`src/rtl/core/psfm_pkg.sv`:
```
// Shared constants, codes and types for the pedal sensor fault monitor.
package psfm_pkg;

  localparam int unsigned CFG_INDEX_W = 3;
  localparam int unsigned CFG_DATA_W  = 16;
  localparam int unsigned SAMPLE_W    = 16;
  localparam int unsigned PCT_W       = 7;
  localparam int unsigned STATUS_W    = 8;
  localparam int unsigned CODE_W      = 4;
  localparam int unsigned TICKS_W     = 8;
  localparam int unsigned COUNT_W     = 5;

  localparam logic [TICKS_W-1:0]  DISC_TICKS      = 8'd10;
  localparam logic [SAMPLE_W-1:0] FLOW_MIN        = 16'd100;
  localparam logic [COUNT_W-1:0]  BUS_ERROR_LIMIT = 5'd15;
  localparam logic [COUNT_W-1:0]  COUNT_MAX       = 5'd31;
  localparam logic [PCT_W-1:0]    PCT_TOL         = 7'd10;
  localparam logic [SAMPLE_W-1:0] STUCK_LO        = 16'h0000;
  localparam logic [SAMPLE_W-1:0] STUCK_HI        = 16'hFFFF;

  // Configuration register indexes
  localparam logic [CFG_INDEX_W-1:0] REG_THROTTLE_A_LOW  = 3'd0;
  localparam logic [CFG_INDEX_W-1:0] REG_THROTTLE_A_HIGH = 3'd1;
  localparam logic [CFG_INDEX_W-1:0] REG_THROTTLE_B_LOW  = 3'd2;
  localparam logic [CFG_INDEX_W-1:0] REG_THROTTLE_B_HIGH = 3'd3;
  localparam logic [CFG_INDEX_W-1:0] REG_BRAKE_LOW       = 3'd4;
  localparam logic [CFG_INDEX_W-1:0] REG_BRAKE_HIGH      = 3'd5;
  localparam logic [CFG_INDEX_W-1:0] REG_STEER_LOW       = 3'd6;
  localparam logic [CFG_INDEX_W-1:0] REG_STEER_HIGH      = 3'd7;

  // Fault codes
  localparam logic [CODE_W-1:0] FAULT_NONE       = 4'd0;
  localparam logic [CODE_W-1:0] FAULT_RANGE_A    = 4'd1;
  localparam logic [CODE_W-1:0] FAULT_RANGE_B    = 4'd2;
  localparam logic [CODE_W-1:0] FAULT_RANGE_BRK  = 4'd3;
  localparam logic [CODE_W-1:0] FAULT_RANGE_STR  = 4'd4;
  localparam logic [CODE_W-1:0] FAULT_DISCREP    = 4'd5;
  localparam logic [CODE_W-1:0] FAULT_STUCK_A    = 4'd6;
  localparam logic [CODE_W-1:0] FAULT_STUCK_B    = 4'd7;
  localparam logic [CODE_W-1:0] FAULT_STUCK_BRK  = 4'd8;
  localparam logic [CODE_W-1:0] FAULT_STUCK_STR  = 4'd9;
  localparam logic [CODE_W-1:0] FAULT_LOW_FLOW   = 4'd10;
  localparam logic [CODE_W-1:0] FAULT_CAN_BIT    = 4'd11;
  localparam logic [CODE_W-1:0] FAULT_CAN_STUFF  = 4'd12;
  localparam logic [CODE_W-1:0] FAULT_CAN_CRC    = 4'd13;
  localparam logic [CODE_W-1:0] FAULT_CAN_FORM   = 4'd14;
  localparam logic [CODE_W-1:0] FAULT_CAN_ACK    = 4'd15;

  // Bit positions in the CAN status byte
  localparam int unsigned BUS_ACK_BIT   = 0;
  localparam int unsigned BUS_FORM_BIT  = 1;
  localparam int unsigned BUS_CRC_BIT   = 2;
  localparam int unsigned BUS_STUFF_BIT = 3;
  localparam int unsigned BUS_BIT_BIT   = 4;

  typedef struct packed {
    logic [SAMPLE_W-1:0] throttle_a_raw;
    logic [SAMPLE_W-1:0] throttle_b_raw;
    logic [SAMPLE_W-1:0] brake_raw;
    logic [SAMPLE_W-1:0] steer_raw;
    logic [PCT_W-1:0]    throttle_a_pct;
    logic [PCT_W-1:0]    throttle_b_pct;
    logic [SAMPLE_W-1:0] flow_left;
    logic [SAMPLE_W-1:0] flow_right;
    logic [STATUS_W-1:0] bus_status;
  } sample_t;

  typedef struct packed {
    logic [CFG_DATA_W-1:0] throttle_a_low;
    logic [CFG_DATA_W-1:0] throttle_a_high;
    logic [CFG_DATA_W-1:0] throttle_b_low;
    logic [CFG_DATA_W-1:0] throttle_b_high;
    logic [CFG_DATA_W-1:0] brake_low;
    logic [CFG_DATA_W-1:0] brake_high;
    logic [CFG_DATA_W-1:0] steer_low;
    logic [CFG_DATA_W-1:0] steer_high;
  } cfg_t;

  typedef struct packed {
    logic [CODE_W-1:0]  fault;
    logic [TICKS_W-1:0] ticks;
    logic [COUNT_W-1:0] count;
  } state_t;

endpackage

```
`src/rtl/core/psfm_sample_if.sv`:
```
// Request channel carrying one set of sensor samples per control tick.
interface psfm_sample_if;
  logic                           valid;
  logic                           ready;
  logic [psfm_pkg::SAMPLE_W-1:0]  throttle_a_raw;
  logic [psfm_pkg::SAMPLE_W-1:0]  throttle_b_raw;
  logic [psfm_pkg::SAMPLE_W-1:0]  brake_raw;
  logic [psfm_pkg::SAMPLE_W-1:0]  steer_raw;
  logic [psfm_pkg::PCT_W-1:0]     throttle_a_pct;
  logic [psfm_pkg::PCT_W-1:0]     throttle_b_pct;
  logic [psfm_pkg::SAMPLE_W-1:0]  flow_left;
  logic [psfm_pkg::SAMPLE_W-1:0]  flow_right;
  logic [psfm_pkg::STATUS_W-1:0]  bus_status;

  modport source (
    output valid, throttle_a_raw, throttle_b_raw, brake_raw, steer_raw,
           throttle_a_pct, throttle_b_pct, flow_left, flow_right, bus_status,
    input  ready
  );

  modport sink (
    input  valid, throttle_a_raw, throttle_b_raw, brake_raw, steer_raw,
           throttle_a_pct, throttle_b_pct, flow_left, flow_right, bus_status,
    output ready
  );
endinterface

```
`src/rtl/core/psfm_fault_if.sv`:
```
// Result channel carrying the latched fault code of each control tick.
interface psfm_fault_if;
  logic                         valid;
  logic                         ready;
  logic [psfm_pkg::CODE_W-1:0]  fault_code;

  modport source (output valid, fault_code, input ready);
  modport sink   (input valid, fault_code, output ready);
endinterface

```
`src/rtl/core/pedal_sensor_fault_monitor_unit.sv`:
```
// Top level of the pedal sensor fault monitor: input stage, checks and result register.
//
//   channel  direction  handshake      payload
//   sample   in         valid/ready    four raw samples, two percentages, two flows, CAN status
//   fault    out        valid/ready    fault_code
//   cfg      in         cfg_wen        cfg_index, cfg_data (range bounds)
//
// Each request passes through the input register and then the result register;
// the checks and counter updates sit between them: one request per cycle unless stalled.
// The latched code and counters advance as a request moves into the result register.
// rst is synchronous and clears the pipeline, the state and the bounds to their defaults.
// A stalled result holds; one further request still lands in the input register.
module pedal_sensor_fault_monitor_unit (
  input  logic                                 clk,
  input  logic                                 rst,
  input  logic                                 cfg_wen,
  input  logic [psfm_pkg::CFG_INDEX_W-1:0]     cfg_index,
  input  logic [psfm_pkg::CFG_DATA_W-1:0]      cfg_data,
  psfm_sample_if.sink                          sample,
  psfm_fault_if.source                         fault
);

  psfm_pkg::cfg_t     cfg;
  psfm_pkg::sample_t  s1_data;
  logic               s1_valid;
  logic               out_valid;
  logic [psfm_pkg::CODE_W-1:0] out_code;
  psfm_pkg::state_t   state;
  psfm_pkg::state_t   state_next;
  logic               out_free;
  logic               advance;

  assign out_free     = !out_valid || fault.ready;
  assign advance      = s1_valid && out_free;
  assign sample.ready = !s1_valid || advance;
  assign fault.valid      = out_valid;
  assign fault.fault_code = out_code;

  always_ff @(posedge clk) begin
    if (rst) begin
      cfg.throttle_a_low  <= '0;
      cfg.throttle_a_high <= '1;
      cfg.throttle_b_low  <= '0;
      cfg.throttle_b_high <= '1;
      cfg.brake_low       <= '0;
      cfg.brake_high      <= '1;
      cfg.steer_low       <= '0;
      cfg.steer_high      <= '1;
    end else if (cfg_wen) begin
      case (cfg_index)
        psfm_pkg::REG_THROTTLE_A_LOW:  cfg.throttle_a_low  <= cfg_data;
        psfm_pkg::REG_THROTTLE_A_HIGH: cfg.throttle_a_high <= cfg_data;
        psfm_pkg::REG_THROTTLE_B_LOW:  cfg.throttle_b_low  <= cfg_data;
        psfm_pkg::REG_THROTTLE_B_HIGH: cfg.throttle_b_high <= cfg_data;
        psfm_pkg::REG_BRAKE_LOW:       cfg.brake_low       <= cfg_data;
        psfm_pkg::REG_BRAKE_HIGH:      cfg.brake_high      <= cfg_data;
        psfm_pkg::REG_STEER_LOW:       cfg.steer_low       <= cfg_data;
        psfm_pkg::REG_STEER_HIGH:      cfg.steer_high      <= cfg_data;
        default: ;
      endcase
    end
  end

  always_ff @(posedge clk) begin
    if (rst) begin
      s1_valid <= 1'b0;
    end else if (sample.ready) begin
      s1_valid <= sample.valid;
    end
  end

  always_ff @(posedge clk) begin
    if (sample.valid && sample.ready) begin
      s1_data.throttle_a_raw <= sample.throttle_a_raw;
      s1_data.throttle_b_raw <= sample.throttle_b_raw;
      s1_data.brake_raw      <= sample.brake_raw;
      s1_data.steer_raw      <= sample.steer_raw;
      s1_data.throttle_a_pct <= sample.throttle_a_pct;
      s1_data.throttle_b_pct <= sample.throttle_b_pct;
      s1_data.flow_left      <= sample.flow_left;
      s1_data.flow_right     <= sample.flow_right;
      s1_data.bus_status     <= sample.bus_status;
    end
  end

  psfm_check u_check (
    .smp     (s1_data),
    .cfg     (cfg),
    .st      (state),
    .st_next (state_next)
  );

  always_ff @(posedge clk) begin
    if (rst) begin
      state <= '0;
    end else if (advance) begin
      state <= state_next;
    end
  end

  always_ff @(posedge clk) begin
    if (rst) begin
      out_valid <= 1'b0;
    end else if (out_free) begin
      out_valid <= s1_valid;
    end
  end

  always_ff @(posedge clk) begin
    if (advance) begin
      out_code <= state_next.fault;
    end
  end

`ifndef ASSERT_OFF
  a_fault_sticks: assert property (@(posedge clk) disable iff (rst)
    state.fault != psfm_pkg::FAULT_NONE |=> state.fault != psfm_pkg::FAULT_NONE)
    else $error("latched fault code returned to none");

  a_count_monotonic: assert property (@(posedge clk) disable iff (rst)
    !$past(rst) |-> state.count >= $past(state.count))
    else $error("CAN error count decreased");

  a_ticks_bounded: assert property (@(posedge clk) disable iff (rst)
    state.ticks <= psfm_pkg::DISC_TICKS + 8'd1)
    else $error("mismatch tick counter passed its ceiling");

  a_result_matches_state: assert property (@(posedge clk) disable iff (rst)
    advance |=> out_code == state.fault)
    else $error("result register disagrees with latched fault");
`endif

endmodule

```
`src/rtl/core/psfm_check.sv`:
```
// Plausibility checks for one sample set: next latched code and counters.
module psfm_check (
  input  psfm_pkg::sample_t smp,
  input  psfm_pkg::cfg_t    cfg,
  input  psfm_pkg::state_t  st,
  output psfm_pkg::state_t  st_next
);

  logic                           mismatch;
  logic [psfm_pkg::PCT_W:0]       pct_a;
  logic [psfm_pkg::PCT_W:0]       pct_b;
  logic [psfm_pkg::PCT_W:0]       tol;
  logic [psfm_pkg::CODE_W-1:0]    can_code;
  logic [psfm_pkg::TICKS_W-1:0]   ticks_next;
  logic [psfm_pkg::COUNT_W-1:0]   count_next;
  logic [psfm_pkg::CODE_W-1:0]    code;

  always_comb begin
    pct_a = {1'b0, smp.throttle_a_pct};
    pct_b = {1'b0, smp.throttle_b_pct};
    tol   = {1'b0, psfm_pkg::PCT_TOL};
    mismatch = (pct_a > pct_b + tol) || (pct_b > pct_a + tol);

    if (mismatch) begin
      if (st.ticks <= psfm_pkg::DISC_TICKS) begin
        ticks_next = st.ticks + 8'd1;
      end else begin
        ticks_next = st.ticks;
      end
    end else begin
      ticks_next = '0;
    end

    // Later assignments win, so the ack error has the highest priority.
    can_code = psfm_pkg::FAULT_NONE;
    if (smp.bus_status[psfm_pkg::BUS_BIT_BIT])   can_code = psfm_pkg::FAULT_CAN_BIT;
    if (smp.bus_status[psfm_pkg::BUS_STUFF_BIT]) can_code = psfm_pkg::FAULT_CAN_STUFF;
    if (smp.bus_status[psfm_pkg::BUS_CRC_BIT])   can_code = psfm_pkg::FAULT_CAN_CRC;
    if (smp.bus_status[psfm_pkg::BUS_FORM_BIT])  can_code = psfm_pkg::FAULT_CAN_FORM;
    if (smp.bus_status[psfm_pkg::BUS_ACK_BIT])   can_code = psfm_pkg::FAULT_CAN_ACK;

    count_next = st.count;
    if (can_code != psfm_pkg::FAULT_NONE && st.count < psfm_pkg::COUNT_MAX) begin
      count_next = st.count + 5'd1;
    end

    // Checks run in a fixed order; a later failure overwrites the code.
    code = st.fault;
    if (smp.throttle_a_raw < cfg.throttle_a_low || smp.throttle_a_raw > cfg.throttle_a_high)
      code = psfm_pkg::FAULT_RANGE_A;
    if (smp.throttle_b_raw < cfg.throttle_b_low || smp.throttle_b_raw > cfg.throttle_b_high)
      code = psfm_pkg::FAULT_RANGE_B;
    if (smp.brake_raw < cfg.brake_low || smp.brake_raw > cfg.brake_high)
      code = psfm_pkg::FAULT_RANGE_BRK;
    if (smp.steer_raw < cfg.steer_low || smp.steer_raw > cfg.steer_high)
      code = psfm_pkg::FAULT_RANGE_STR;
    if (ticks_next >= psfm_pkg::DISC_TICKS)
      code = psfm_pkg::FAULT_DISCREP;
    if (smp.throttle_a_raw == psfm_pkg::STUCK_LO || smp.throttle_a_raw == psfm_pkg::STUCK_HI)
      code = psfm_pkg::FAULT_STUCK_A;
    if (smp.throttle_b_raw == psfm_pkg::STUCK_LO || smp.throttle_b_raw == psfm_pkg::STUCK_HI)
      code = psfm_pkg::FAULT_STUCK_B;
    if (smp.brake_raw == psfm_pkg::STUCK_LO || smp.brake_raw == psfm_pkg::STUCK_HI)
      code = psfm_pkg::FAULT_STUCK_BRK;
    if (smp.steer_raw == psfm_pkg::STUCK_LO || smp.steer_raw == psfm_pkg::STUCK_HI)
      code = psfm_pkg::FAULT_STUCK_STR;
    if (smp.flow_left < psfm_pkg::FLOW_MIN || smp.flow_right < psfm_pkg::FLOW_MIN)
      code = psfm_pkg::FAULT_LOW_FLOW;
    if (can_code != psfm_pkg::FAULT_NONE && count_next > psfm_pkg::BUS_ERROR_LIMIT)
      code = can_code;

    st_next.fault = code;
    st_next.ticks = ticks_next;
    st_next.count = count_next;
  end

endmodule
```
`src/flat_wrapper.sv`:
```
// flat-port wrapper written by rule: the top's interface ports become plain ports
module pedal_sensor_fault_monitor_unit_flat 
  (clk, rst, cfg_wen, cfg_index, cfg_data, sample_valid, sample_throttle_a_raw, sample_throttle_b_raw, sample_brake_raw, sample_steer_raw, sample_throttle_a_pct, sample_throttle_b_pct, sample_flow_left, sample_flow_right, sample_bus_status, sample_ready, fault_valid, fault_fault_code, fault_ready);
  psfm_sample_if sample_i ();
  psfm_fault_if fault_i ();
  input  logic clk;
  input  logic rst;
  input  logic cfg_wen;
  input  logic [psfm_pkg::CFG_INDEX_W-1:0] cfg_index;
  input  logic [psfm_pkg::CFG_DATA_W-1:0] cfg_data;
  input wire logic [$bits(sample_i.valid)-1:0] sample_valid;
  input wire logic [$bits(sample_i.throttle_a_raw)-1:0] sample_throttle_a_raw;
  input wire logic [$bits(sample_i.throttle_b_raw)-1:0] sample_throttle_b_raw;
  input wire logic [$bits(sample_i.brake_raw)-1:0] sample_brake_raw;
  input wire logic [$bits(sample_i.steer_raw)-1:0] sample_steer_raw;
  input wire logic [$bits(sample_i.throttle_a_pct)-1:0] sample_throttle_a_pct;
  input wire logic [$bits(sample_i.throttle_b_pct)-1:0] sample_throttle_b_pct;
  input wire logic [$bits(sample_i.flow_left)-1:0] sample_flow_left;
  input wire logic [$bits(sample_i.flow_right)-1:0] sample_flow_right;
  input wire logic [$bits(sample_i.bus_status)-1:0] sample_bus_status;
  output wire logic [$bits(sample_i.ready)-1:0] sample_ready;
  output wire logic [$bits(fault_i.valid)-1:0] fault_valid;
  output wire logic [$bits(fault_i.fault_code)-1:0] fault_fault_code;
  input wire logic [$bits(fault_i.ready)-1:0] fault_ready;
  assign sample_i.valid = sample_valid;
  assign sample_i.throttle_a_raw = sample_throttle_a_raw;
  assign sample_i.throttle_b_raw = sample_throttle_b_raw;
  assign sample_i.brake_raw = sample_brake_raw;
  assign sample_i.steer_raw = sample_steer_raw;
  assign sample_i.throttle_a_pct = sample_throttle_a_pct;
  assign sample_i.throttle_b_pct = sample_throttle_b_pct;
  assign sample_i.flow_left = sample_flow_left;
  assign sample_i.flow_right = sample_flow_right;
  assign sample_i.bus_status = sample_bus_status;
  assign sample_ready = sample_i.ready;
  assign fault_valid = fault_i.valid;
  assign fault_fault_code = fault_i.fault_code;
  assign fault_i.ready = fault_ready;
  pedal_sensor_fault_monitor_unit u_core (.clk(clk), .rst(rst), .cfg_wen(cfg_wen), .cfg_index(cfg_index), .cfg_data(cfg_data), .sample(sample_i), .fault(fault_i));
endmodule
```
`config.mk`:
```
export PLATFORM = sky130hd
export DESIGN_NAME = pedal_sensor_fault_monitor_unit_flat
export DESIGN_NICKNAME = d
export VERILOG_FILES = /design/src/rtl/core/psfm_pkg.sv /design/src/rtl/core/psfm_sample_if.sv /design/src/rtl/core/psfm_fault_if.sv /design/src/rtl/core/pedal_sensor_fault_monitor_unit.sv /design/src/rtl/core/psfm_check.sv /design/src/flat_wrapper.sv
export SDC_FILE = /design/constraint.sdc
export NUM_CORES = 1
export LEC_CHECK = 0
export BUFFER_PORTS_ARGS = -buffer_cell sky130_fd_sc_hd__clkbuf_2
export CORE_MARGIN = 4
export CORE_UTILIZATION = 56
export DETAILED_ROUTE_END_ITERATION = 16
export GPL_TIMING_DRIVEN = 0
export HOLD_SLACK_MARGIN = 0.02
export PLACE_DENSITY = 0.87
export SLEW_MARGIN = 20
export SYNTH_ARGS = -nofsm -noshare
export SYNTH_HDL_FRONTEND = slang
export SYNTH_SLANG_ARGS = --single-unit
```
`constraint.sdc`:
```
create_clock -name clk -period 11.3 [get_ports clk]
set_input_delay 2.26 -clock clk [delete_from_list [all_inputs] [get_ports clk]]
set_output_delay 2.26 -clock clk [all_outputs]
set_load 0.01 [all_outputs]
```
==> flow_summary_export.csv, run 1 <==
group,metric,value,unit
finish,layout-drive-gt1-share,0.129,
clocking,clkSinkCount,262,
setup_path,crit_path_max_fanout,4,
global_route,grt_pass1_wl,51100,um
floorplanning,dieArea,25700,um2
synth,syn_inst,1337,
floorplanning,chipWidth,160,um
global_route,grt_pass1_vias,10500,
setup_path,cpMostUsedCell,"clkbuf_2",
sta,fin_skew,0.0254,ns
setup_path,crit_slowest_cell,"nor2b_1",
sta,worstMarginPinSlew,0.805,ns
synth,synth.net_count,1621,
synth,syn_area_per_cell,9.72,um2
global_route,globalRouteMet3Util,0.0467,
clocking,clockBufferDepth,3,
setup_path,worstPathCellList,"clkbuf_2 -> nor2b_1 -> nand2_1 -> clkbuf_2",
power_and_ir_drop,swShare,0.240,
synth,ys_async_sr_fraction,0,
power_and_ir_drop,pwr-share-seq,0.477,
floorplanning,initial_core_util,0.572,
sta,rsz0062_at_grt,"false",
power_and_ir_drop,power,2230,uW
detailed_routing,ant_nets,0,
worst_hold_path,hp-class,"register to register",
synth,synth_ff_type,"dfxtp_1",
synth,synth-edff-count,115,
power_and_ir_drop,p_clk_frac,0.430,
global_route,grt_max_degree,54,
sta,setup_viol,0,
synth,synth_most_common_cell,"nand2_1",
floorplanning,fp.dieH,160,um
worst_hold_path,min_path_cells,2,
synth,ys_warn_count,0,
place,hpwlAfterDp,23000,um
place,dp_slack,6.25,ns
clocking,postCtsSetupRepairBufs,0,
synth,ys_seq_area_frac,0.492,
floorplanning,fp-row-count,55,
sta,relSlewSlack,0.464,
floorplanning,io_pins,148,
clocking,worstSkewPairLatency,0.56,ns
finish,fin_nets,1776,
sta,period_share,0.449,
detailed_routing,drc,0,
clocking,cts_tree,"yes",
detailed_routing,vias,10400,
synth,syn-cell-area,13000,um2
power_and_ir_drop,pwr-share-comb,0.093,
detailed_routing,postRouteWirelength,31800,um
setup_path,reg2regPathDepth,12,
synth,synth_area_leaders,"edfxtp_1 (27%), dfxtp_1 (23%), ha_1 (14%)",
synth,ys_ff_latch,262,
clocking,hold_buffers,0,
clocking,htree_num_levels,1,
detailed_routing,first_iter_violations,806,
finish,n_fill_cell,1737,
detailed_routing,wl_per_cell,17.7,um
clocking,path_clk_slew,0.06,ns
sta,worst_slack,6.22,ns
global_route,use_met1,0.311,
setup_path,cp-start-kind,"primary input",
clocking,cts_resized,0,
power_and_ir_drop,p_leak,0.00649,uW
power_and_ir_drop,power.net_switching,535,uW
run_status,outcome,"finished clean",
floorplanning,core_area,22700,um2
synth,synth_area_leader_cell,"edfxtp_1",
setup_path,critical_path_arrival,2.82,ns
sta,finalMaxSlewViolations,0,
synth,synth_common_cells,"nand2_1 (193), dfxtp_1 (147), ha_1 (142)",
global_route,top_usage_layer,"met2",
place,finalWeightedCongestion,0.903,
setup_path,end_kind,"output port",
sta,hold-worst-slack,0.454,ns
setup_path,required,9.04,ns
power_and_ir_drop,vdd_ir_drop_max,0.000128,V
sta,period_needed,5.08,ns
setup_path,criticalPathCategory,"primary input to output port",
sta,fmax,197,MHz
finish,antennaDiodeCount,0,
sta,fin_setup_tns,0,ns
global_route,track_usage,0.242,
global_route,grt_use_met2,0.409,
clocking,cts_buffers,28,
synth,ys_types,61,
power_and_ir_drop,power_density,149,nW/um2
detailed_routing,avgViaCountPerCell,5.80,
global_route,antenna_found_initial,0,
clocking,clockRootBuffer,"clkbuf_16",
setup_path,cpPeakStageDelay,0.23,ns
global_route,grt_overflow_total,0,
detailed_routing,first_pass_iters,6,
finish,areaGrowthSynthToFinish,15.5,%
place,port_buffers,123,
sta,hold_violations,0,
synth,synth_top_area_frac,0.266,
power_and_ir_drop,internal_power,1700,uW
run,cap_viol_max_count,0,
==> sequential cells by signal, summed over array words and instances, names as in the netlist <==
signal,count
u_core.state,17
u_core.fault.fault_code,4
u_core.s1_valid,1
u_core.s1_data,111
u_core.cfg,128
u_core.fault.valid,1
==> power groups by stage <==
stage | registers [uW] | logic, uW | clock network, uW
final | 1070 | 208 | 960
after global routing | 1070 | 234 | 1020
after CTS | 1060 | 206 | 978
after detailed placement | 1080 | 204 | 0
after global placement | 1090 | 190 | 0
after floorplan | 1080 | 134 | 0
==> metrics by stage <==
step           utilization  cells  instance area (um2)
2_1_floorplan            -   1337                13000
3_3_place_gp         0.615   1745                14000
3_5_place_dp         0.617   1747                14000
4_1_cts              0.661   1799                15000
5_1_grt              0.661   1799                15000
6_report             0.661   1799                15000
==> final cells by class <==
class,instances,area (um2),share of cell area
repair buffers,125,663,0.0442
multi-input cells,879,5860,0.390
plain buffers,56,223,0.0148
inverters,140,526,0.0350
well taps,285,357,0.0238
clock buffers,35,811,0.0540
clock inverters,17,179,0.0119
flip-flops and latches,262,6400,0.426
==> worst max-delay path: cells and delay by family <==
kind | cells | cell delay [ns]
buf+inv | 2 | 0.22
simple gates | 2 | 0.34
==> per-layer routing <==
layer,vias up,wire length [um]
met3,102,2480
met2,379,14800
met1,4927,13200
met5,-,0
li1,5029,-
met4,0,1290
==> placed cells by master, fill, tap and decap left out, types with 48 or more instances in the layout <==
cell type    n
clkbuf_1    48
dfxtp_1    147
a21oi_1    118
nand2_1    193
a211o_1     49
inv_1      140
ha_1       142
edfxtp_1   115
clkbuf_2   133
nor2_1      94
==> cell families (layout without fill, tap and decap cells) <==
| logic type | after synthesis | in the layout | synth area share |
|---|---|---|---|
| buffers and inverters | 196 | 373 | 0.0576 |
| DFF | 262 | 262 | 0.492 |
| xor gates and xnor gates | 12 | 12 | 0.00809 |
| muxes | 2 | 2 | 0.00154 |
| AOI/OAI and AO/OA | 272 | 272 | 0.139 |
| adders and majority gates | 142 | 142 | 0.137 |
| and+or+nand+nor | 451 | 451 | 0.165 |
==> worst paths after layout <==
| kind | startpoint | endpoint | slack, ns |
|---|---|---|---|
| setup / recovery | fault_ready | sample_ready | 6.22 |
| hold / removal | u_core.cfg[84]$_SDFFE_PP0P_ | u_core.cfg[84]$_SDFFE_PP0P_ | 0.45 |
| setup reg to reg | u_core.s1_data[41]$_DFFE_PP_ | u_core.fault.fault_code[0]$_DFFE_PP_ | 8.07 |
| hold reg to reg | u_core.cfg[84]$_SDFFE_PP0P_ | u_core.cfg[84]$_SDFFE_PP0P_ | 0.45 |
(Power assumes the default switching activity.)
==> run 2: changes to the inputs <==
--- a/config.mk
+++ b/config.mk
@@ -5,13 +5,14 @@
 export SDC_FILE = /design/constraint.sdc
 export NUM_CORES = 1
 export LEC_CHECK = 0
+export ABC_AREA = 1
 export BUFFER_PORTS_ARGS = -buffer_cell sky130_fd_sc_hd__clkbuf_2
 export CORE_MARGIN = 4
-export CORE_UTILIZATION = 56
+export CORE_UTILIZATION = 53
 export DETAILED_ROUTE_END_ITERATION = 16
 export GPL_TIMING_DRIVEN = 0
 export HOLD_SLACK_MARGIN = 0.02
-export PLACE_DENSITY = 0.87
+export PLACE_DENSITY = 0.86
 export SLEW_MARGIN = 20
 export SYNTH_ARGS = -nofsm -noshare
 export SYNTH_HDL_FRONTEND = slang
==> constraint.sdc (replaced) <==
create_clock -name clk -period 4.4 [get_ports clk]
set_input_delay 0.88 -clock clk [delete_from_list [all_inputs] [get_ports clk]]
set_output_delay 0.88 -clock clk [all_outputs]
set_load 0.01 [all_outputs]
==> flow_summary_export.csv, run 2 <==
group,metric,value,unit
worst_hold_path,hp-class,"register to register",
place,finalWeightedCongestion,0.928,
clocking,path_clk_slew,0.06,ns
finish,antennaDiodeCount,0,
setup_path,criticalPathCategory,"register to register",
setup_path,required,4.85,ns
finish,layout-drive-gt1-share,0.130,
worst_hold_path,hold_end,"u_core.state[11]$_SDFFE_PP0P_",
synth,ys_warn_count,0,
clocking,clkSinkCount,262,
global_route,antenna_found_initial,0,
synth,ys_seq_area_frac,0.500,
floorplanning,fp.dieH,163,um
detailed_routing,avgViaCountPerCell,5.53,
setup_path,rr_startpoint,"u_core.s1_data[41]$_DFFE_PP_",
place,hpwlAfterDp,22900,um
synth,synth_ff_type,"dfxtp_1",
finish,multiInputGateArea,5430,um2
finish,largest_register_ffs,128,
sta,fin_skew,0.0169,ns
power_and_ir_drop,power,5820,uW
power_and_ir_drop,power_density,391,nW/um2
detailed_routing,wl_per_cell,16.3,um
power_and_ir_drop,p_leak,0.00679,uW
place,place_area,13900,um2
floorplanning,fp-row-count,56,
synth,synth.net_count,1677,
sta,period_share,0.681,
finish,final_common_cell,"nand2_1",
setup_path,crit_path_max_fanout,6,
clocking,hold_buffers,0,
synth,synth_area_leader_cell,"edfxtp_1",
finish,regArea,6400,um2
synth,syn_inst,1393,
global_route,grt_max_degree,64,
sta,worst_slack,1.40,ns
global_route,grt_pass1_wl,49900,um
sta,hold_violations,0,
detailed_routing,first_pass_iters,6,
synth,synth_area_leaders,"edfxtp_1 (27%), dfxtp_1 (23%), ha_1 (14%)",
place,port_buffers,138,
synth,ys_types,39,
floorplanning,chipWidth,163,um
run,cap_viol_max_count,0,
floorplanning,core_area,23600,um2
sta,rsz0062_at_grt,"false",
floorplanning,io_pins,148,
finish,n_fill_cell,1873,
clocking,cts_buffers,29,
clocking,cts_tree,"yes",
worst_hold_path,hp-start,"u_core.state[11]$_SDFFE_PP0P_",
worst_hold_path,min_path_cells,2,
setup_path,critical_path_arrival,3.45,ns
setup_path,reg2regPathDepth,18,
detailed_routing,postRouteWirelength,31100,um
floorplanning,dieArea,26700,um2
synth,syn-cell-area,12800,um2
sta,period_needed,3.00,ns
synth,synth_common_cells,"nand2_1 (214), inv_1 (202), a21oi_1 (148)",
run_status,outcome,"finished clean",
global_route,grt_overflow_total,0,
clocking,clockBufferDepth,3,
synth,syn_area_per_cell,9.17,um2
sta,relSlewSlack,0.587,
sta,fmax,334,MHz
setup_path,end_kind,"register",
sta,worstMarginPinSlew,0.619,ns
clocking,postCtsSetupRepairBufs,0,
global_route,track_usage,0.231,
finish,areaGrowthSynthToFinish,16.6,%
detailed_routing,drc,0,
synth,synth-edff-count,115,
sta,finalMaxSlewViolations,0,
setup_path,cp-start-kind,"register",
detailed_routing,ant_nets,0,
synth,ys_ff_latch,262,
finish,top_regs,"u_core.cfg (128), u_core.s1_data (111), u_core.state (17)",
setup_path,reg2reg_to,"u_core.state[15]$_SDFFE_PP0P_",
clocking,cts_resized,0,
synth,ys_async_sr_fraction,0,
clocking,clockRootBuffer,"clkbuf_16",
power_and_ir_drop,vdd_ir_drop_max,0.000339,V
synth,synth_top_area_frac,0.270,
clocking,worstSkewPairLatency,0.55,ns
place,dp_slack,1.44,ns
finish,fin_nets,1847,
sta,setup_viol,0,
detailed_routing,first_iter_violations,813,
synth,synth_most_common_cell,"nand2_1",
setup_path,rrSetupSlack,1.40,ns
detailed_routing,vias,10500,
clocking,htree_num_levels,1,
global_route,grt_pass1_vias,10400,
finish,top_register,"u_core.cfg",
finish,fin_area,14900,um2
finish,mostFrequentLayoutCells,"nand2_1 (214), inv_1 (201), a21oi_1 (148), dfxtp_1 (147), ha_1 (142)",
floorplanning,initial_core_util,0.541,
==> run 2: how the worst max path moves through the flow <==
stage	startpoint	to	slack [ns]	cells after the start
finish	u_core.s1_data[41]$_DFFE_PP_	u_core.state[15]$_SDFFE_PP0P_	1.40	18
global route	u_core.s1_data[48]$_DFFE_PP_	u_core.state[13]$_SDFFE_PP0P_	1.16	22
CTS	u_core.s1_data[41]$_DFFE_PP_	u_core.fault.fault_code[1]$_DFFE_PP_	1.42	19
detailed placement	u_core.s1_data[41]$_DFFE_PP_	u_core.state[15]$_SDFFE_PP0P_	1.44	18
global placement	fault_ready	u_core.s1_data[92]$_DFFE_PP_	-0.19	5
floorplan	fault_ready	u_core.s1_data[0]$_DFFE_PP_	0.63	4
==> run 2: critical path, stage by stage, from the launching register on <==
cell and delay, ns:
edfxtp_1 0.42, ha_1 0.24, or2_2 0.31, nand2_1 0.08
xor2_1 0.15, ha_1 0.26, a21o_1 0.16, a21oi_1 0.13
nand2_1 0.10, nand3_4 0.08, nand2_4 0.07, o21ai_1 0.08
nand2_1 0.10, nor3_2 0.26, a31oi_1 0.14, nand2_1 0.10
nand3_1 0.08, nand2_1 0.10, inv_1 0.04
==> run 2: kinds of logic (layout without fill, tap and decap cells) <==
logic type      Yosys count  in the layout  synth area share
compound gates          337            337             0.146
fa+ha+maj               142            142             0.139
simple gates            389            389             0.133
xor+xnor                 10             10           0.00685
flops                   262            262             0.500
buf+inv                 253            446            0.0744
==> run 2: final cells by class <==
cell class,count,area share
timing repair buffer,139,0.0482
multi-input combinational,878,0.365
clock buffer,40,0.0569
sequential,262,0.429
clock inverter,14,0.0102
inverter,210,0.0532
buffer,43,0.0109
tap,319,0.0268
==> run 2: routing by layer <==
layer | track usage | up-vias | share of wire
met4 | 0.0660 | 0 | 0.032
met3 | 0.0469 | 75 | 0.097
met5 | 0 | - | 0
li1 | - | 5136 | -
met1 | 0.300 | 4832 | 0.41
met2 | 0.393 | 487 | 0.47
==> run 2: power by group <==
group	leakage (uW)	total (uW)	switching, uW	internal, uW
combinational	0.00398	597	369	228
clock	0.000493	2480	961	1520
sequential	0.00232	2750	78.9	2670
total	0.00679	5820	1410	4410
==> run 2: metrics by stage <==
| stage | util | hold WS (ns) | setup TNS [ns] | std cells |
|---|---|---|---|---|
| 2_1_floorplan | - | 0.422 | 0 | 1393 |
| 5_1_grt | 0.631 | 0.474 | 0 | 1905 |
| 3_5_place_dp | 0.589 | 0.439 | 0 | 1851 |
| 6_report | 0.631 | 0.453 | 0 | 1905 |
| 4_1_cts | 0.631 | 0.448 | 0 | 1905 |
| 3_3_place_gp | 0.587 | 0.432 | -19.44 | 1850 |
